==> config.mk <==
export PLATFORM = sky130hd
export DESIGN_NAME = mecanum_wheel_duty_mixer_unit
export DESIGN_NICKNAME = d
export VERILOG_FILES = /design/src/mdm_pkg.sv /design/src/mecanum_wheel_duty_mixer_unit.sv /design/src/mdm_mul.sv /design/src/mdm_div.sv
export VERILOG_INCLUDE_DIRS = /design/src /design/src/src
export SDC_FILE = /design/constraint.sdc
export NUM_CORES = 2
export LEC_CHECK = 0
export BUFFER_PORTS_ARGS = -buffer_cell sky130_fd_sc_hd__buf_2
export CAP_MARGIN = 20
export CORE_ASPECT_RATIO = 1.4
export CORE_UTILIZATION = 58
export CTS_CLUSTER_SIZE = 30
export DETAILED_ROUTE_END_ITERATION = 8
export GPL_TIMING_DRIVEN = 1
export PLACE_DENSITY_LB_ADDON = 0.3
export SLEW_MARGIN = 30
export SYNTH_ARGS = -nofsm -noshare
export SYNTH_HDL_FRONTEND = slang
export SYNTH_SLANG_ARGS = --single-unit
export TNS_END_PERCENT = 30
==> constraint.sdc <==
create_clock -name clk_i -period 16.8 [get_ports clk_i]
set_clock_uncertainty 0.05 [all_clocks]
set_input_delay 0 -clock clk_i [delete_from_list [all_inputs] [get_ports clk_i]]
set_output_delay 0 -clock clk_i [all_outputs]
set_load 0.03 [all_outputs]
==> src/mecanum_wheel_duty_mixer_unit_assert.svh <==
// Assertion macros for the mecanum wheel duty mixer.
`ifndef MECANUM_WHEEL_DUTY_MIXER_UNIT_ASSERT_SVH
`define MECANUM_WHEEL_DUTY_MIXER_UNIT_ASSERT_SVH
`ifndef SYNTHESIS
`define MDM_ASSERT(lbl, prop) \
  lbl: assert property (@(posedge clk_i) disable iff (!rst_ni) prop) \
    else $error("mdm assertion failed");
`define MDM_ASSERT_NR(lbl, prop) \
  lbl: assert property (@(posedge clk_i) prop) else $error("mdm assertion failed");
`else
`define MDM_ASSERT(lbl, prop)
`define MDM_ASSERT_NR(lbl, prop)
`endif
`endif

==> src/mdm_pkg.sv <==
// Shared constants, types and helpers of the mecanum wheel duty mixer.
`timescale 1ns / 1ps
`default_nettype none
package mdm_pkg;
  localparam int unsigned WHEEL_SPEED_WIDTH = 24;
  localparam int unsigned VEL_W      = 16;
  localparam int unsigned GAIN_W     = 20;
  localparam int unsigned DGAIN_W    = 16;
  localparam int unsigned STEP_W     = 23;
  localparam int unsigned DLIM_W     = 14;
  localparam int unsigned MASK_W     = 4;
  localparam int unsigned DUTY_W     = 15;
  localparam int unsigned CFG_IDX_W  = 3;
  localparam int unsigned CFG_DATA_W = 23;
  localparam int unsigned NWHEEL     = 4;

  localparam int unsigned T_W    = VEL_W + GAIN_W + 2;
  localparam int unsigned EXT_W  = T_W + WHEEL_SPEED_WIDTH;
  localparam int unsigned MA_W   = WHEEL_SPEED_WIDTH + 1;
  localparam int unsigned MB_W   = STEP_W;
  localparam int unsigned MP_W   = MA_W + MB_W;
  localparam int unsigned MCNT_W = $clog2(MB_W);
  localparam int unsigned DCNT_W = $clog2(MP_W);
  localparam int unsigned OFF_SHIFT = 16;

  localparam logic [GAIN_W-1:0]  LIN_GAIN_RST  = 20'd8213;
  localparam logic [GAIN_W-1:0]  ROT_GAIN_RST  = 20'd52267;
  localparam logic [DGAIN_W-1:0] DUTY_GAIN_RST = 16'd7646;
  localparam logic [STEP_W-1:0]  MAX_STEP_RST  = 23'd3200;
  localparam logic [DLIM_W-1:0]  DUTY_LIM_RST  = 14'd12288;
  localparam logic [DLIM_W-1:0]  DUTY_CENTER   = 14'd12800;
  localparam logic [DUTY_W-1:0]  DUTY_MAX      = 15'd25600;

  localparam logic [CFG_IDX_W-1:0] REG_LINEAR_GAIN   = 3'd0;
  localparam logic [CFG_IDX_W-1:0] REG_ROTATION_GAIN = 3'd1;
  localparam logic [CFG_IDX_W-1:0] REG_DUTY_GAIN     = 3'd2;
  localparam logic [CFG_IDX_W-1:0] REG_STEP_ENABLE   = 3'd3;
  localparam logic [CFG_IDX_W-1:0] REG_MAX_STEP      = 3'd4;
  localparam logic [CFG_IDX_W-1:0] REG_DUTY_LIMIT    = 3'd5;
  localparam logic [CFG_IDX_W-1:0] REG_SIGN_MASK     = 3'd6;

  typedef logic signed [WHEEL_SPEED_WIDTH-1:0] speed_t;
  typedef logic signed [EXT_W-1:0] ext_t;

  localparam ext_t SPD_MAX = ext_t'({(WHEEL_SPEED_WIDTH-1){1'b1}});
  localparam ext_t SPD_MIN = ~SPD_MAX;

  function automatic speed_t sat_speed(input ext_t v);
    speed_t r;
    if (v > SPD_MAX) begin
      r = SPD_MAX[WHEEL_SPEED_WIDTH-1:0];
    end else if (v < SPD_MIN) begin
      r = SPD_MIN[WHEEL_SPEED_WIDTH-1:0];
    end else begin
      r = v[WHEEL_SPEED_WIDTH-1:0];
    end
    return r;
  endfunction
endpackage
`default_nettype wire

==> src/mecanum_wheel_duty_mixer_unit.sv <==
// Top level of the mecanum wheel duty mixer: sequencer, state and output register.
`timescale 1ns / 1ps
`default_nettype none
`include "mecanum_wheel_duty_mixer_unit_assert.svh"
// Takes one body velocity command per transaction and returns four wheel duties.
// A sequencer drives one bit-serial multiplier (23 shift-add steps) and one
// restoring divider (48 steps). A command needs three products for the body
// terms, a mixing step for each of the four wheels and four duty products. When
// the step limiter engages it adds a product and a quotient per wheel, and
// scaling the duty offsets adds another product and quotient per wheel. The
// result stalls while an earlier result still waits unaccepted in the output
// register; it becomes valid in the same cycle as the next command can be taken.
// Only one command is in flight.
// A finished result waits in the output register while the next command is taken.
module mecanum_wheel_duty_mixer_unit (
  input  logic                              clk_i,
  input  logic                              rst_ni,
  input  logic                              cfg_we_i,
  input  logic [mdm_pkg::CFG_IDX_W-1:0]     cfg_idx_i,
  input  logic [mdm_pkg::CFG_DATA_W-1:0]    cfg_data_i,
  input  logic                              in_valid_i,
  output logic                              in_ready_o,
  input  logic signed [mdm_pkg::VEL_W-1:0]  velocity_x_i,
  input  logic signed [mdm_pkg::VEL_W-1:0]  velocity_y_i,
  input  logic signed [mdm_pkg::VEL_W-1:0]  velocity_rot_i,
  output logic                              out_valid_o,
  input  logic                              out_ready_i,
  output logic [mdm_pkg::DUTY_W-1:0]        duty_front_left_o,
  output logic [mdm_pkg::DUTY_W-1:0]        duty_front_right_o,
  output logic [mdm_pkg::DUTY_W-1:0]        duty_back_left_o,
  output logic [mdm_pkg::DUTY_W-1:0]        duty_back_right_o,
  output logic                              duty_scaled_o,
  output logic                              step_limited_o
);
  import mdm_pkg::*;

  localparam int unsigned W = WHEEL_SPEED_WIDTH;

  localparam logic [3:0] S_IDLE = 4'd0;
  localparam logic [3:0] S_MULV = 4'd1;
  localparam logic [3:0] S_MIX  = 4'd2;
  localparam logic [3:0] S_LDEC = 4'd3;
  localparam logic [3:0] S_LMUL = 4'd4;
  localparam logic [3:0] S_LDIV = 4'd5;
  localparam logic [3:0] S_DMUL = 4'd6;
  localparam logic [3:0] S_SDEC = 4'd7;
  localparam logic [3:0] S_SMUL = 4'd8;
  localparam logic [3:0] S_SDIV = 4'd9;
  localparam logic [3:0] S_OUT  = 4'd10;

  // configuration
  logic [GAIN_W-1:0]  lin_gain_q, rot_gain_q;
  logic [DGAIN_W-1:0] duty_gain_q;
  logic               step_en_q;
  logic [STEP_W-1:0]  max_step_q;
  logic [DLIM_W-1:0]  duty_lim_q;
  logic [MASK_W-1:0]  mask_q;

  always_ff @(posedge clk_i or negedge rst_ni) begin
    if (!rst_ni) begin
      lin_gain_q  <= LIN_GAIN_RST;
      rot_gain_q  <= ROT_GAIN_RST;
      duty_gain_q <= DUTY_GAIN_RST;
      step_en_q   <= 1'b0;
      max_step_q  <= MAX_STEP_RST;
      duty_lim_q  <= DUTY_LIM_RST;
      mask_q      <= '0;
    end else if (cfg_we_i) begin
      unique case (cfg_idx_i)
        REG_LINEAR_GAIN:   lin_gain_q  <= cfg_data_i[GAIN_W-1:0];
        REG_ROTATION_GAIN: rot_gain_q  <= cfg_data_i[GAIN_W-1:0];
        REG_DUTY_GAIN:     duty_gain_q <= cfg_data_i[DGAIN_W-1:0];
        REG_STEP_ENABLE:   step_en_q   <= cfg_data_i[0];
        REG_MAX_STEP:      max_step_q  <= cfg_data_i[STEP_W-1:0];
        REG_DUTY_LIMIT:    duty_lim_q  <= cfg_data_i[DLIM_W-1:0];
        REG_SIGN_MASK:     mask_q      <= cfg_data_i[MASK_W-1:0];
        default: ;
      endcase
    end
  end

  // sequencer state
  logic [3:0] state_q, state_d;
  logic [1:0] k_q, k_d;
  logic       mul_go_q, mul_go_d, div_go_q, div_go_d;
  logic       limited_q, limited_d, scaled_q, scaled_d;
  logic       out_valid_q, out_valid_d;

  // datapath registers
  logic signed [VEL_W-1:0] vx_q, vy_q, vr_q;
  logic signed [T_W-1:0]   tx_q, ty_q, tr_q, tx_d, ty_d, tr_d;
  speed_t                  last_q [NWHEEL];
  speed_t                  last_d [NWHEEL];
  logic signed [W:0]       delta_q [NWHEEL];
  logic signed [W:0]       delta_d [NWHEEL];
  logic [W:0]              dmax_q, dmax_d;
  logic [W-1:0]            offmag_q [NWHEEL];
  logic [W-1:0]            offmag_d [NWHEEL];
  logic                    offneg_q [NWHEEL];
  logic                    offneg_d [NWHEEL];
  logic [W-1:0]            omax_q, omax_d;
  logic [DLIM_W-1:0]       mres_q [NWHEEL];
  logic [DLIM_W-1:0]       mres_d [NWHEEL];
  logic [DUTY_W-1:0]       duty_q [NWHEEL];
  logic [DUTY_W-1:0]       duty_d [NWHEEL];
  logic                    scaled_out_q, limited_out_q;

  // shared units
  logic [MA_W-1:0] mul_a, div_den;
  logic [MB_W-1:0] mul_b;
  logic [MP_W-1:0] mul_prod, div_quo;
  logic            mul_done, div_done;

  mdm_mul u_mul (
    .clk_i   (clk_i),
    .rst_ni  (rst_ni),
    .start_i (mul_go_q),
    .a_i     (mul_a),
    .b_i     (mul_b),
    .done_o  (mul_done),
    .prod_o  (mul_prod)
  );

  mdm_div u_div (
    .clk_i   (clk_i),
    .rst_ni  (rst_ni),
    .start_i (div_go_q),
    .num_i   (mul_prod),
    .den_i   (div_den),
    .done_o  (div_done),
    .quo_o   (div_quo)
  );

  // velocity term
  logic signed [VEL_W-1:0] vel_sel;
  logic signed [VEL_W:0]   vel_ext;
  logic [VEL_W:0]          vel_mag;
  logic [GAIN_W-1:0]       gain_sel;
  logic signed [T_W-1:0]   prod_t, term;

  always_comb begin
    case (k_q)
      2'd0:    vel_sel = vx_q;
      2'd1:    vel_sel = vy_q;
      default: vel_sel = vr_q;
    endcase
  end
  assign vel_ext  = {vel_sel[VEL_W-1], vel_sel};
  assign vel_mag  = vel_ext[VEL_W] ? -vel_ext : vel_ext;
  assign gain_sel = (k_q == 2'd2) ? rot_gain_q : lin_gain_q;
  assign prod_t   = mul_prod[T_W-1:0];
  assign term     = vel_ext[VEL_W] ? -prod_t : prod_t;

  // mixing row for wheel k: FL, FR, BL, BR
  logic signed [T_W-1:0] mix_sum, mix_q8;
  speed_t                target, last_k;
  logic signed [W:0]     delta_new, delta_k;
  logic [W:0]            dabs_new, dabs_k;

  assign last_k    = last_q[k_q];
  assign mix_sum   = (k_q[1] ? -tx_q : tx_q) + (k_q[0] ? -ty_q : ty_q) + tr_q;
  assign mix_q8    = mix_sum[T_W-1] ? ((mix_sum + T_W'(255)) >>> 8) : (mix_sum >>> 8);
  assign target    = sat_speed(ext_t'(mix_q8));
  assign delta_new = {target[W-1], target} - {last_k[W-1], last_k};
  assign dabs_new  = delta_new[W] ? -delta_new : delta_new;
  assign delta_k   = delta_q[k_q];
  assign dabs_k    = delta_k[W] ? -delta_k : delta_k;

  // limited step
  ext_t   qstep_abs, qstep;
  speed_t lim_upd;
  assign qstep_abs = ext_t'({1'b0, div_quo[W:0]});
  assign qstep     = delta_k[W] ? -qstep_abs : qstep_abs;
  assign lim_upd   = sat_speed(ext_t'(last_k) + qstep);

  // duty offset
  logic signed [W:0] w_ext, w_sgn, w_neg_v;
  logic [W-1:0]      w_mag, off_new;
  logic              w_neg;
  assign w_ext   = {last_k[W-1], last_k};
  assign w_sgn   = mask_q[k_q] ? -w_ext : w_ext;
  assign w_neg   = w_sgn[W];
  assign w_neg_v = -w_sgn;
  assign w_mag   = w_neg ? w_neg_v[W-1:0] : w_sgn[W-1:0];
  assign off_new = mul_prod[OFF_SHIFT +: W];

  logic [DLIM_W-1:0] lim;
  assign lim = (duty_lim_q > DUTY_CENTER) ? DUTY_CENTER : duty_lim_q;

  always_comb begin
    case (state_q)
      S_MULV: begin
        mul_a = MA_W'(vel_mag);
        mul_b = MB_W'(gain_sel);
      end
      S_LMUL: begin
        mul_a = MA_W'(dabs_k);
        mul_b = max_step_q;
      end
      S_DMUL: begin
        mul_a = MA_W'(w_mag);
        mul_b = MB_W'(duty_gain_q);
      end
      default: begin
        mul_a = MA_W'(offmag_q[k_q]);
        mul_b = MB_W'(lim);
      end
    endcase
  end
  assign div_den = (state_q == S_LDIV) ? MA_W'(dmax_q) : MA_W'(omax_q);

  assign in_ready_o = (state_q == S_IDLE);

  always_comb begin
    state_d     = state_q;
    k_d         = k_q;
    mul_go_d    = 1'b0;
    div_go_d    = 1'b0;
    limited_d   = limited_q;
    scaled_d    = scaled_q;
    out_valid_d = out_valid_q && !out_ready_i;
    tx_d        = tx_q;
    ty_d        = ty_q;
    tr_d        = tr_q;
    dmax_d      = dmax_q;
    omax_d      = omax_q;
    for (int i = 0; i < NWHEEL; i++) begin
      last_d[i]   = last_q[i];
      delta_d[i]  = delta_q[i];
      offmag_d[i] = offmag_q[i];
      offneg_d[i] = offneg_q[i];
      mres_d[i]   = mres_q[i];
      duty_d[i]   = duty_q[i];
    end
    unique case (state_q)
      S_IDLE: begin
        if (in_valid_i) begin
          k_d      = 2'd0;
          mul_go_d = 1'b1;
          state_d  = S_MULV;
        end
      end
      S_MULV: begin
        if (mul_done) begin
          case (k_q)
            2'd0:    tx_d = term;
            2'd1:    ty_d = term;
            default: tr_d = term;
          endcase
          if (k_q == 2'd2) begin
            k_d     = 2'd0;
            state_d = S_MIX;
          end else begin
            k_d      = k_q + 2'd1;
            mul_go_d = 1'b1;
          end
        end
      end
      S_MIX: begin
        delta_d[k_q] = delta_new;
        if (k_q == 2'd0 || dabs_new > dmax_q) begin
          dmax_d = dabs_new;
        end
        k_d = k_q + 2'd1;
        if (k_q == 2'd3) begin
          state_d = S_LDEC;
        end
      end
      S_LDEC: begin
        k_d       = 2'd0;
        mul_go_d  = 1'b1;
        limited_d = step_en_q && (dmax_q != '0) && (dmax_q >= (W + 1)'(max_step_q));
        if (limited_d) begin
          state_d = S_LMUL;
        end else begin
          for (int i = 0; i < NWHEEL; i++) begin
            last_d[i] = sat_speed(ext_t'(last_q[i]) + ext_t'(delta_q[i]));
          end
          state_d = S_DMUL;
        end
      end
      S_LMUL: begin
        if (mul_done) begin
          div_go_d = 1'b1;
          state_d  = S_LDIV;
        end
      end
      S_LDIV: begin
        if (div_done) begin
          last_d[k_q] = lim_upd;
          k_d         = k_q + 2'd1;
          mul_go_d    = 1'b1;
          state_d     = (k_q == 2'd3) ? S_DMUL : S_LMUL;
        end
      end
      S_DMUL: begin
        if (mul_done) begin
          offmag_d[k_q] = off_new;
          offneg_d[k_q] = w_neg;
          if (k_q == 2'd0 || off_new > omax_q) begin
            omax_d = off_new;
          end
          k_d = k_q + 2'd1;
          if (k_q == 2'd3) begin
            state_d = S_SDEC;
          end else begin
            mul_go_d = 1'b1;
          end
        end
      end
      S_SDEC: begin
        k_d      = 2'd0;
        scaled_d = (omax_q != '0) && (omax_q >= W'(lim));
        if (scaled_d) begin
          mul_go_d = 1'b1;
          state_d  = S_SMUL;
        end else begin
          for (int i = 0; i < NWHEEL; i++) begin
            mres_d[i] = (offmag_q[i] > W'(DUTY_CENTER)) ? DUTY_CENTER
                                                      : offmag_q[i][DLIM_W-1:0];
          end
          state_d = S_OUT;
        end
      end
      S_SMUL: begin
        if (mul_done) begin
          div_go_d = 1'b1;
          state_d  = S_SDIV;
        end
      end
      S_SDIV: begin
        if (div_done) begin
          mres_d[k_q] = div_quo[DLIM_W-1:0];
          k_d         = k_q + 2'd1;
          if (k_q == 2'd3) begin
            state_d = S_OUT;
          end else begin
            mul_go_d = 1'b1;
            state_d  = S_SMUL;
          end
        end
      end
      S_OUT: begin
        if (!out_valid_q || out_ready_i) begin
          for (int i = 0; i < NWHEEL; i++) begin
            duty_d[i] = offneg_q[i] ? DUTY_W'(DUTY_CENTER) - DUTY_W'(mres_q[i])
                                    : DUTY_W'(DUTY_CENTER) + DUTY_W'(mres_q[i]);
          end
          out_valid_d = 1'b1;
          state_d     = S_IDLE;
        end
      end
      default: state_d = S_IDLE;
    endcase
  end

  always_ff @(posedge clk_i or negedge rst_ni) begin
    if (!rst_ni) begin
      state_q     <= S_IDLE;
      k_q         <= '0;
      mul_go_q    <= 1'b0;
      div_go_q    <= 1'b0;
      limited_q   <= 1'b0;
      scaled_q    <= 1'b0;
      out_valid_q <= 1'b0;
      for (int i = 0; i < NWHEEL; i++) begin
        last_q[i] <= '0;
      end
    end else begin
      state_q     <= state_d;
      k_q         <= k_d;
      mul_go_q    <= mul_go_d;
      div_go_q    <= div_go_d;
      limited_q   <= limited_d;
      scaled_q    <= scaled_d;
      out_valid_q <= out_valid_d;
      for (int i = 0; i < NWHEEL; i++) begin
        last_q[i] <= last_d[i];
      end
    end
  end

  always_ff @(posedge clk_i) begin
    if (in_valid_i && in_ready_o) begin
      vx_q <= velocity_x_i;
      vy_q <= velocity_y_i;
      vr_q <= velocity_rot_i;
    end
    tx_q   <= tx_d;
    ty_q   <= ty_d;
    tr_q   <= tr_d;
    dmax_q <= dmax_d;
    omax_q <= omax_d;
    for (int i = 0; i < NWHEEL; i++) begin
      delta_q[i]  <= delta_d[i];
      offmag_q[i] <= offmag_d[i];
      offneg_q[i] <= offneg_d[i];
      mres_q[i]   <= mres_d[i];
      duty_q[i]   <= duty_d[i];
    end
    if (state_q == S_OUT && (!out_valid_q || out_ready_i)) begin
      scaled_out_q  <= scaled_q;
      limited_out_q <= limited_q;
    end
  end

  assign out_valid_o        = out_valid_q;
  assign duty_front_left_o  = duty_q[0];
  assign duty_front_right_o = duty_q[1];
  assign duty_back_left_o   = duty_q[2];
  assign duty_back_right_o  = duty_q[3];
  assign duty_scaled_o      = scaled_out_q;
  assign step_limited_o     = limited_out_q;

  logic mul_wait_st, div_wait_st, duties_in_range;
  assign mul_wait_st     = (state_q == S_MULV) || (state_q == S_LMUL) ||
                           (state_q == S_DMUL) || (state_q == S_SMUL);
  assign div_wait_st     = (state_q == S_LDIV) || (state_q == S_SDIV);
  assign duties_in_range = (duty_front_left_o <= DUTY_MAX) &&
                           (duty_front_right_o <= DUTY_MAX) &&
                           (duty_back_left_o <= DUTY_MAX) &&
                           (duty_back_right_o <= DUTY_MAX);

  `MDM_ASSERT(a_mul_done_state, mul_done |-> mul_wait_st)
  `MDM_ASSERT(a_div_done_state, div_done |-> div_wait_st)
  `MDM_ASSERT(a_accept_starts, (in_valid_i && in_ready_o) |=> (state_q == S_MULV && mul_go_q))
  `MDM_ASSERT(a_units_exclusive, !(mul_go_q && div_go_q))
  `MDM_ASSERT(a_duty_range, out_valid_o |-> duties_in_range)
endmodule
`default_nettype wire

==> src/mdm_mul.sv <==
// Bit-serial shift-add multiplier, one multiplier bit per cycle.
`timescale 1ns / 1ps
`default_nettype none
module mdm_mul (
  input  logic                      clk_i,
  input  logic                      rst_ni,
  input  logic                      start_i,
  input  logic [mdm_pkg::MA_W-1:0]  a_i,
  input  logic [mdm_pkg::MB_W-1:0]  b_i,
  output logic                      done_o,
  output logic [mdm_pkg::MP_W-1:0]  prod_o
);
  import mdm_pkg::*;

  logic [MA_W-1:0]   a_q, hi_q, hi_d;
  logic [MB_W-1:0]   lo_q, lo_d;
  logic [MCNT_W-1:0] cnt_q, cnt_d;
  logic              busy_q, busy_d, done_q, done_d;
  logic [MA_W:0]     sum;

  assign sum = {1'b0, hi_q} + (lo_q[0] ? {1'b0, a_q} : '0);

  always_comb begin
    hi_d   = hi_q;
    lo_d   = lo_q;
    cnt_d  = cnt_q;
    busy_d = busy_q;
    done_d = 1'b0;
    if (start_i) begin
      hi_d   = '0;
      lo_d   = b_i;
      cnt_d  = '0;
      busy_d = 1'b1;
    end else if (busy_q) begin
      hi_d  = sum[MA_W:1];
      lo_d  = {sum[0], lo_q[MB_W-1:1]};
      cnt_d = cnt_q + 1'b1;
      if (cnt_q == MCNT_W'(MB_W - 1)) begin
        busy_d = 1'b0;
        done_d = 1'b1;
      end
    end
  end

  always_ff @(posedge clk_i or negedge rst_ni) begin
    if (!rst_ni) begin
      cnt_q  <= '0;
      busy_q <= 1'b0;
      done_q <= 1'b0;
    end else begin
      cnt_q  <= cnt_d;
      busy_q <= busy_d;
      done_q <= done_d;
    end
  end

  always_ff @(posedge clk_i) begin
    hi_q <= hi_d;
    lo_q <= lo_d;
    if (start_i) begin
      a_q <= a_i;
    end
  end

  assign done_o = done_q;
  assign prod_o = {hi_q, lo_q};
endmodule
`default_nettype wire

==> src/mdm_div.sv <==
// Restoring bit-serial divider, one quotient bit per cycle.
`timescale 1ns / 1ps
`default_nettype none
module mdm_div (
  input  logic                      clk_i,
  input  logic                      rst_ni,
  input  logic                      start_i,
  input  logic [mdm_pkg::MP_W-1:0]  num_i,
  input  logic [mdm_pkg::MA_W-1:0]  den_i,
  output logic                      done_o,
  output logic [mdm_pkg::MP_W-1:0]  quo_o
);
  import mdm_pkg::*;

  logic [MA_W-1:0]   rem_q, rem_d, den_q;
  logic [MP_W-1:0]   num_q, num_d;
  logic [DCNT_W-1:0] cnt_q, cnt_d;
  logic              busy_q, busy_d, done_q, done_d;
  logic [MA_W:0]     trial, diff;
  logic              ge;

  assign trial = {rem_q, num_q[MP_W-1]};
  assign diff  = trial - {1'b0, den_q};
  assign ge    = trial >= {1'b0, den_q};

  always_comb begin
    rem_d  = rem_q;
    num_d  = num_q;
    cnt_d  = cnt_q;
    busy_d = busy_q;
    done_d = 1'b0;
    if (start_i) begin
      rem_d  = '0;
      num_d  = num_i;
      cnt_d  = '0;
      busy_d = 1'b1;
    end else if (busy_q) begin
      rem_d = ge ? diff[MA_W-1:0] : trial[MA_W-1:0];
      num_d = {num_q[MP_W-2:0], ge};
      cnt_d = cnt_q + 1'b1;
      if (cnt_q == DCNT_W'(MP_W - 1)) begin
        busy_d = 1'b0;
        done_d = 1'b1;
      end
    end
  end

  always_ff @(posedge clk_i or negedge rst_ni) begin
    if (!rst_ni) begin
      cnt_q  <= '0;
      busy_q <= 1'b0;
      done_q <= 1'b0;
    end else begin
      cnt_q  <= cnt_d;
      busy_q <= busy_d;
      done_q <= done_d;
    end
  end

  always_ff @(posedge clk_i) begin
    rem_q <= rem_d;
    num_q <= num_d;
    if (start_i) begin
      den_q <= den_i;
    end
  end

  assign done_o = done_q;
  assign quo_o  = num_q;
endmodule
`default_nettype wire
* Yosys cells after proc, flatten, opt, wreduce, memory -nomap -nowiden
Memory sizes are Yosys's and may differ from the RTL's.
Cells that the tools add are included.
Widths: inputs -> output; s select.
** Operators by class
- Add/sub/neg operators :: 31
- $lt $le $gt $ge :: 25
- Equality and inequality tests :: 34
- Muxes and demuxes :: 124
- Bitwise gates (word level) :: 2
- Reductions and logical operators :: 40
** Operators by type and width (count)
- $mux 24 :: 17
- $mux 96 :: 4
- $bwmux 96 :: 2
- $pmux 96 s2 :: 1
- $mux 38 :: 4
- $mux 25 :: 6
- $mux 60 :: 2
- $neg 38->38 :: 3
- $mux 56 :: 2
- $pmux 56 s2 :: 1
- $add 24x25->26 :: 4
- $gt 26x24->1 const B :: 4
- $lt 26x24->1 const B :: 4
- $bwmux 100 :: 1
- $mux 100 :: 1
- $gt 24x14->1 const B :: 4
- $mux 48 :: 2
- $mux 14 :: 6
- $add 38x38->38 :: 2
- $pmux 25 s3 :: 1
- $pmux 23 s3 :: 1
- $add 24x62->62 :: 1
- $gt 62x24->1 const B :: 1
- $lt 62x24->1 const B :: 1
- 77 further kinds :: 181
** Word-level totals
- Bits in registers :: 604
- Memory bits (writable) :: 316
- Input port bits :: 79
- Output and inout bits :: 64
- Word-level logic and storage cells :: 302
- Memories kept :: 5
** Memories
- delta_q :: depth 4, width 25, read ports 5, clocked after Yosys merged registers in 0, wr ports 4, RTL line mecanum_wheel_duty_mixer_unit.sv:94 : logic signed [W:0] delta_q [NWHEEL];
- offmag_q :: depth 4, width 24, read ports 5, clocked after Yosys merged registers in 0, wr ports 4, RTL line mecanum_wheel_duty_mixer_unit.sv:97 : logic [W-1:0] offmag_q [NWHEEL];
- duty_q :: depth 4, width 15, read ports 4, clocked after Yosys merged registers in 0, wr ports 4, RTL line mecanum_wheel_duty_mixer_unit.sv:104 : logic [DUTY_W-1:0] duty_q [NWHEEL];
- mres_q :: depth 4, width 14, read ports 4, clocked after Yosys merged registers in 0, wr ports 4, RTL line mecanum_wheel_duty_mixer_unit.sv:102 : logic [DLIM_W-1:0] mres_q [NWHEEL];
- offneg_q :: depth 4, width 1, read ports 4, clocked after Yosys merged registers in 0, wr ports 4, RTL line mecanum_wheel_duty_mixer_unit.sv:99 : logic offneg_q [NWHEEL];

* Longest topological paths before layout
- Depth after elaboration :: 15
- Depth in mapped cells :: 59
- Depth with buffers taken out :: 53

* Hierarchy
Synthesis repeated with hierarchy kept, for this count alone.
** Unflattened totals
- Cells, all modules :: 6243
- Area, all modules :: 62533.7 um2
** Modules (own cells, without submodules)
- mecanum_wheel_duty_mixer_unit :: times used 1, cells each 5317, area an instance 52461.6 um2, seq. area each 21048.9 um2
- mdm_div :: times used 1, cells each 500, area an instance 5654.2 um2, seq. area each 2892.8 um2
- mdm_mul :: times used 1, cells each 426, area an instance 4418.0 um2, seq. area each 2117.0 um2

* Least setup slack after synthesis
No wires, ideal clock.
- Path type :: reg2reg
- From :: register k_q[0]
- To :: register dmax_q[0] (enable)
- Arrival :: 15.838 ns
- Data required time :: 16.280 ns
- Slack :: 0.441 ns
- Cell stages (with the launch flop) :: 56
- Path buffers :: 13
- Clock period less this slack :: 16.359 ns
- Path through :: dfrtp_1 > clkbuf_1 > buf_2 > buf_2 > buf_2 > buf_2 > buf_2 > clkbuf_1 > clkbuf_1 > clkbuf_1 > clkbuf_1 > nand2_1 > xnor2_1 > fa_1 > ha_1 > clkbuf_1 > o21ai_0 > o21ai_0 > [... 20 more ...] > nand2b_1 > a31oi_1 > inv_1 > clkbuf_1 > o21ai_0 > ha_1 > nor2b_1 > o21a_1 > o21a_1 > o21a_1 > o21a_1 > o21bai_1 > a211o_1 > a21oi_1 > a211oi_1 > o21ai_0 > a21oi_1 > nor4_1
** Between the ends
- Elaborated cells on any way between the ends :: 20
- Those cells by class :: 5 x add/sub; 3 x order compare; 8 x mux; 1 x bitwise; 3 x reduce/logical
** RTL lines
- start: declaration :: RTL line mecanum_wheel_duty_mixer_unit.sv:84 : logic [1:0] k_q, k_d;
- start signal: assignment :: RTL line mecanum_wheel_duty_mixer_unit.sv:371 : k_q <= k_d;
- $mux 38 :: RTL line mecanum_wheel_duty_mixer_unit.sv:161 : assign mix_sum = (k_q[1] ? -tx_q : tx_q) + (k_q[0] ? -ty_q : ty_q) + tr_q;
- $add 38x38->38 (2 in a row) :: RTL line mecanum_wheel_duty_mixer_unit.sv:161
- $add 38x9->38 :: RTL line mecanum_wheel_duty_mixer_unit.sv:162 : assign mix_q8 = mix_sum[T_W-1] ? ((mix_sum + T_W'(255)) >>> 8) : (mix_sum >>> 8);
- $mux 38 :: RTL line mecanum_wheel_duty_mixer_unit.sv:162
- $lt 38x24->1 :: RTL line mdm_pkg.sv:52 : end else if (v < SPD_MIN) begin
- $mux 24 :: RTL line mdm_pkg.sv:52
- $mux 24 :: RTL line mdm_pkg.sv:50 : if (v > SPD_MAX) begin
- $sub 24x24->25 (*) :: RTL line mecanum_wheel_duty_mixer_unit.sv:164 : assign delta_new = {target[W-1], target} - {last_k[W-1], last_k};
- named net delta_new[24] :: RTL line mecanum_wheel_duty_mixer_unit.sv:157 : logic signed [W:0] delta_new, delta_k;
- $mux 25 (*) :: RTL line mecanum_wheel_duty_mixer_unit.sv:165 : assign dabs_new = delta_new[W] ? -delta_new : delta_new;
- named net dabs_new[1] :: RTL line mecanum_wheel_duty_mixer_unit.sv:158 : logic [W:0] dabs_new, dabs_k;
- $gt 25x25->1 (*) :: RTL line mecanum_wheel_duty_mixer_unit.sv:261 : if (k_q == 2'd0 || dabs_new > dmax_q) begin
- $logic_or 1x1->1 (*) :: RTL line mecanum_wheel_duty_mixer_unit.sv:261
- $reduce_and 2->1 (no line) (*)
- end signal: assignment :: RTL line mecanum_wheel_duty_mixer_unit.sv:392 : dmax_q <= dmax_d;
- end: declaration :: RTL line mecanum_wheel_duty_mixer_unit.sv:96 : logic [W:0] dmax_q, dmax_d;
The timed path passes the listed nets; every way through them passes the cells marked *. The select of a mux whose other input is x is not followed.
A chain may end at the register's enable or synchronous reset.

* Worst setup path after layout
- From :: register ty_q[11]
- To :: register dmax_q[18] (enable)
** Between the ends
- Cells in the longest elaborated chain, start to end :: 15
- Elaborated cells on any way between the ends :: 16
- Those cells by class :: 6 x add/sub; 3 x order compare; 5 x mux; 2 x reduce/logical
** Ends and longest elaborated chain
- start: declaration :: RTL line mecanum_wheel_duty_mixer_unit.sv:91 : logic signed [T_W-1:0] tx_q, ty_q, tr_q, tx_d, ty_d, tr_d;
- start signal: assignment :: RTL line mecanum_wheel_duty_mixer_unit.sv:390 : ty_q <= ty_d;
- $neg 38->38 :: RTL line mecanum_wheel_duty_mixer_unit.sv:161
- $mux 38 (*) :: RTL line mecanum_wheel_duty_mixer_unit.sv:161
- $add 38x38->38 (*) (2 in a row) :: RTL line mecanum_wheel_duty_mixer_unit.sv:161
- $add 38x9->38 :: RTL line mecanum_wheel_duty_mixer_unit.sv:162
- $mux 38 (*) :: RTL line mecanum_wheel_duty_mixer_unit.sv:162
- $lt 38x24->1 :: RTL line mdm_pkg.sv:52
- $mux 24 :: RTL line mdm_pkg.sv:52
- $mux 24 (*) :: RTL line mdm_pkg.sv:50
- $sub 24x24->25 (*) :: RTL line mecanum_wheel_duty_mixer_unit.sv:164
- $neg 25->25 :: RTL line mecanum_wheel_duty_mixer_unit.sv:165
- $mux 25 (*) :: RTL line mecanum_wheel_duty_mixer_unit.sv:165
- named net dabs_new[1] :: RTL line mecanum_wheel_duty_mixer_unit.sv:158
- $gt 25x25->1 (*) :: RTL line mecanum_wheel_duty_mixer_unit.sv:261
- $logic_or 1x1->1 (*) :: RTL line mecanum_wheel_duty_mixer_unit.sv:261
- $reduce_and 2->1 (no line) (*)
The timed path passes the listed nets; every way through them passes the cells marked *.

==> results by group <==
STA
  • Accumulated negative setup slack: 0 ns
  • Max Clock Freq: approximately 68 MHz
  • Period utilisation layout: 87.8%
  • Unrepaired setup endpoints after global routing: no
  • Smallest setup slack after layout: 2.05 ns
  • Final critical-path required period: 14.75 ns
  • Pins over their slew limit: 0
  • Final setup viols: 0
  • Slew at the pin with the worst max-slew slack: about 1.1 ns
  • Count of endpoints failing hold in the final timing report: 0
  • Worst hold slack across all endpoints: around 0.041 ns
  • Worst relative slew slack: between 20% and 30%

Synth
  • Proportion of register bits with asynchronous set or reset after synthesis: 23.9%
  • Cell type with the highest aggregate area in the netlist: edfxtp_1
  • Mean area per synthesized cell: just over 10 um^2
  • Post-synthesis cell type count: between 90 and 100
  • Number of synthesized flops with an enable pin: 650
  • Number of instances in the synthesized netlist: just over 6000
  • Fraction of synthesized cell area taken by the top area cell type: 31.5%
  • Number of nets in the synthesized netlist: ~6700
  • Number of synthesized register bits: between 900 and 1000
  • Sequential share of the synthesized area: around 42%
  • Cell Area, Synth: between 60000 and 70000 um^2
  • Synth warn: 0
  • Most area-consuming cells after synthesis: edfxtp_1 (31%), dfrtp_1 (7.8%), ha_1 (7.6%)
  • Primary FF master, synth: edfxtp_1

Setup path
  • Critical path class: register to register
  • Depth of the worst register-to-register path: 54
  • Worst setup EP type: register
  • Cell seen most often among critical-path stages: o21ai_0
  • Stage delay of the slowest cell on the critical path: ~0.67 ns
  • Worst Path Required: 17.17 ns
  • Data arrival time of the worst path: around 15 ns
  • Critical path peak fanout: 23
  • Cell at the slowest stage of the critical path: o311ai_0
  • Startpoint kind of the worst setup timing path: register

Clock tree
  • Number of sinks driven by the clock tree: 920
  • Worst-Skew Late Latency: between 0.7 and 0.8 ns
  • Clk pin slew, worst setup/hold paths: around 0.070 ns
  • Clock tree from TritonCTS: done
  • Clock root buffer: clkbuf_16
  • Max Buffers Root-to-Sink: 3
  • Count of cells resized by post-cts repair: 0
  • Max H-tree Level: 3
  • Number of setup buffers added after CTS: 0
  • Number of clock buffers inserted by TritonCTS: 93

Die
  • Starting density of the core: approximately 59%
  • Die H: ~400 um
  • Cell row count: ~140
  • Number of ports placed on the die boundary: between 100 and 150
  • Total die area: around 110000 um^2
  • Core Footprint: approximately 110000 um^2
  • Die width: about 280 um

Place
  • Cell area after placement: around 65000 um^2
  • Post-placement worst setup slack: around 2.3 ns
  • PortBufs: 142
  • Routability-driven placement congestion ratio: roughly 1.1
  • Detailed-placement wirelength estimate: 164000 um

Route
  • ANT nets after route: 0
  • Remaining design rule violation count: 0
  • Number of detailed-routing iterations run before antenna repair: 6
  • Post-detailed-route wirelength per cell: around 28 um
  • Total Wirelength: roughly 220000 um
  • Initial detailed-routing violation count: between 6000 and 7000
  • Detailed-route via count: ~54000
  • Vias per Instance: 6.83

Layout
  • Final-stage net count: slightly below 7000
  • Synthesis-to-layout area growth: 11.9%
  • Share of layout cells above drive strength 1: ~12%
  • Finished layout cell area: 69400 um^2

Run status
  • Outcome: complete, no violations

Min path
  • Worst min path class: input port to register
  • Worst Hold Path Cells: 3

GRT
  • Largest net degree at the start of global routing: 78
  • Grt ovf: 0
  • First-pass GRT wire length: around 330000 um
  • Overall track demand over capacity in global routing: between 40% and 50%
  • Antenna violations before repair: 15
  • Via count of the first global-routing pass: 52700

Run
  • Maxcap violations: 0
[critical path: cells and delay by family (launching register included)]
family	cells	cell delay, ns
adder cells (fa/ha/maj)	5	1.84
AO/OA/AOI/OAI	28	6.06
XOR/XNOR	3	0.58
AND/OR/NAND/NOR	12	4.06
flip-flops	1	0.44
buffers and inverters	6	1.38
[state kept, by name, indices dropped and copies added, names as in the netlist, 20 cells and up]
signal and flops:
u_div.quo_o 48, delta_q 100, dmax_q 25, last_q 96
lin_gain_q 20, u_div.rem_q 25, u_div.den_q 25, mres_q 56
u_mul.lo_q 23, u_mul.a_q 25, offmag_q 96, duty_q 60
rot_gain_q 20, omax_q 24, u_mul.hi_q 25, tr_q 38
max_step_q 23, tx_q 38, ty_q 38
[final cells by class]
cell class	count	area [um^2]
multi-input cells	4605	33800
inverters	376	1410
well taps	1358	1700
clock inverters	54	571
diodes	6	15.0
clock buffers	120	2580
fillers	8215	36400
flip-flops and latches	920	26100
repair buffers	415	3220
[final timing paths]
kind | startpoint | slack, ns | endpoint
setup / recovery | ty_q[11] | 2.05 | dmax_q[18]
hold / removal | cfg_data_i[16] | 0.04 | lin_gain_q[16]
setup reg to reg | ty_q[11] | 2.05 | dmax_q[18]
hold reg to reg | limited_q | 0.40 | step_limited_o
max in group asynchronous | rst_ni | 14.62 | last_q[47]
min in group asynchronous | rst_ni | 0.46 | rot_gain_q[5]
[routing by layer]
| layer | GRT usage (%) | share of wire [%] |
|---|---|---|
| met1 | 45.4 | 34 |
| met2 | 67.0 | 47 |
| met3 | 8.21 | 9.3 |
| met4 | 32.7 | 9.4 |
| met5 | 0 | 0.025 |
[placed cells by master (no fill, tap or decap), types with 29 or more instances in the layout]
| cell | synthesis | layout |
|---|---|---|
| dfxtp_1 | 50 | 50 |
| dlygate4sd3_1 | 0 | 161 |
| o32ai_1 | 32 | 32 |
| a22o_1 | 52 | 52 |
| buf_2 | 8 | 141 |
| o21ai_0 | 340 | 339 |
| or3_1 | 60 | 60 |
| o31ai_1 | 75 | 75 |
| o21a_1 | 61 | 61 |
| and2_1 | 57 | 56 |
| nand2_1 | 430 | 428 |
| o22a_1 | 29 | 29 |
| inv_1 | 374 | 372 |
| buf_4 | 0 | 108 |
| edfxtp_1 | 650 | 650 |
| nor4_1 | 84 | 80 |
| nand4_1 | 74 | 74 |
| clkbuf_16 | 0 | 97 |
| o211ai_1 | 31 | 31 |
| nand3_1 | 108 | 108 |
| and3_1 | 49 | 39 |
| xor2_1 | 208 | 208 |
| a22oi_1 | 32 | 32 |
| mux2_2 | 128 | 128 |
| ha_1 | 379 | 377 |
| o21bai_1 | 38 | 38 |
| xnor2_1 | 304 | 300 |
| a21o_1 | 129 | 129 |
| nor2b_1 | 43 | 43 |
| a31oi_1 | 80 | 78 |
| or2_2 | 39 | 39 |
| nor3_1 | 145 | 139 |
| mux2i_1 | 78 | 78 |
| nand2b_1 | 70 | 70 |
| nor2_1 | 426 | 423 |
| fa_1 | 46 | 46 |
| mux4_2 | 72 | 72 |
| dfrtp_1 | 193 | 189 |
| a211oi_1 | 60 | 59 |
| a21oi_1 | 429 | 428 |
[kinds of logic (layout without fill, tap and decap cells)]
logic type,Yosys count,count (layout),synth area share [%]
AOI/OAI and AO/OA,1714,1714,18.3
xor gates and xnor gates,513,513,7.26
adders and majority gates,426,426,9.15
buffers and inverters,634,965,3.85
DFF,920,920,42.0
muxes,278,278,6.20
other,0,6,0
and+or+nand+nor,1674,1674,13.2
[metrics by stage]
stage,util (%),std cells
after floorplan,-,6159
final,65.6,7854
after global routing,65.6,7848
after detailed placement,61.0,7512
after CTS,65.5,7848
after global placement,60.9,7511
[cells in the mapped netlist (29+ instances only)]
cell	count
or3_1	60
o22a_1	29
ha_1	379
nor3_1	145
xnor2_1	304
and3_1	49
edfxtp_1	650
nand4_1	74
a21o_1	129
or2_2	39
xor2_1	208
a22o_1	52
o21ai_0	340
nand2b_1	70
mux4_2	72
nor4_1	84
clkbuf_1	228
o32ai_1	32
nand3_1	108
mux2i_1	78
a21oi_1	429
a31oi_1	80
o21a_1	61
a22oi_1	32
nor2b_1	43
fa_1	46
inv_1	374
o31ai_1	75
o21bai_1	38
nand2_1	430
nor2_1	426
mux2_2	128
and2_1	57
dfrtp_1	193
a211oi_1	60
dfxtp_1	50
o211ai_1	31
[timing repair]
| item | CTS | global route |
|---|---|---|
| setup endpoints to repair | 0 | 0 |
| hold endpoints to repair | 300 | 0 |
| hold buffers | 162 | 0 |
Power is not shown: default switching activity piles up to over one toggle a cycle in this logic, so the estimate is an artifact.
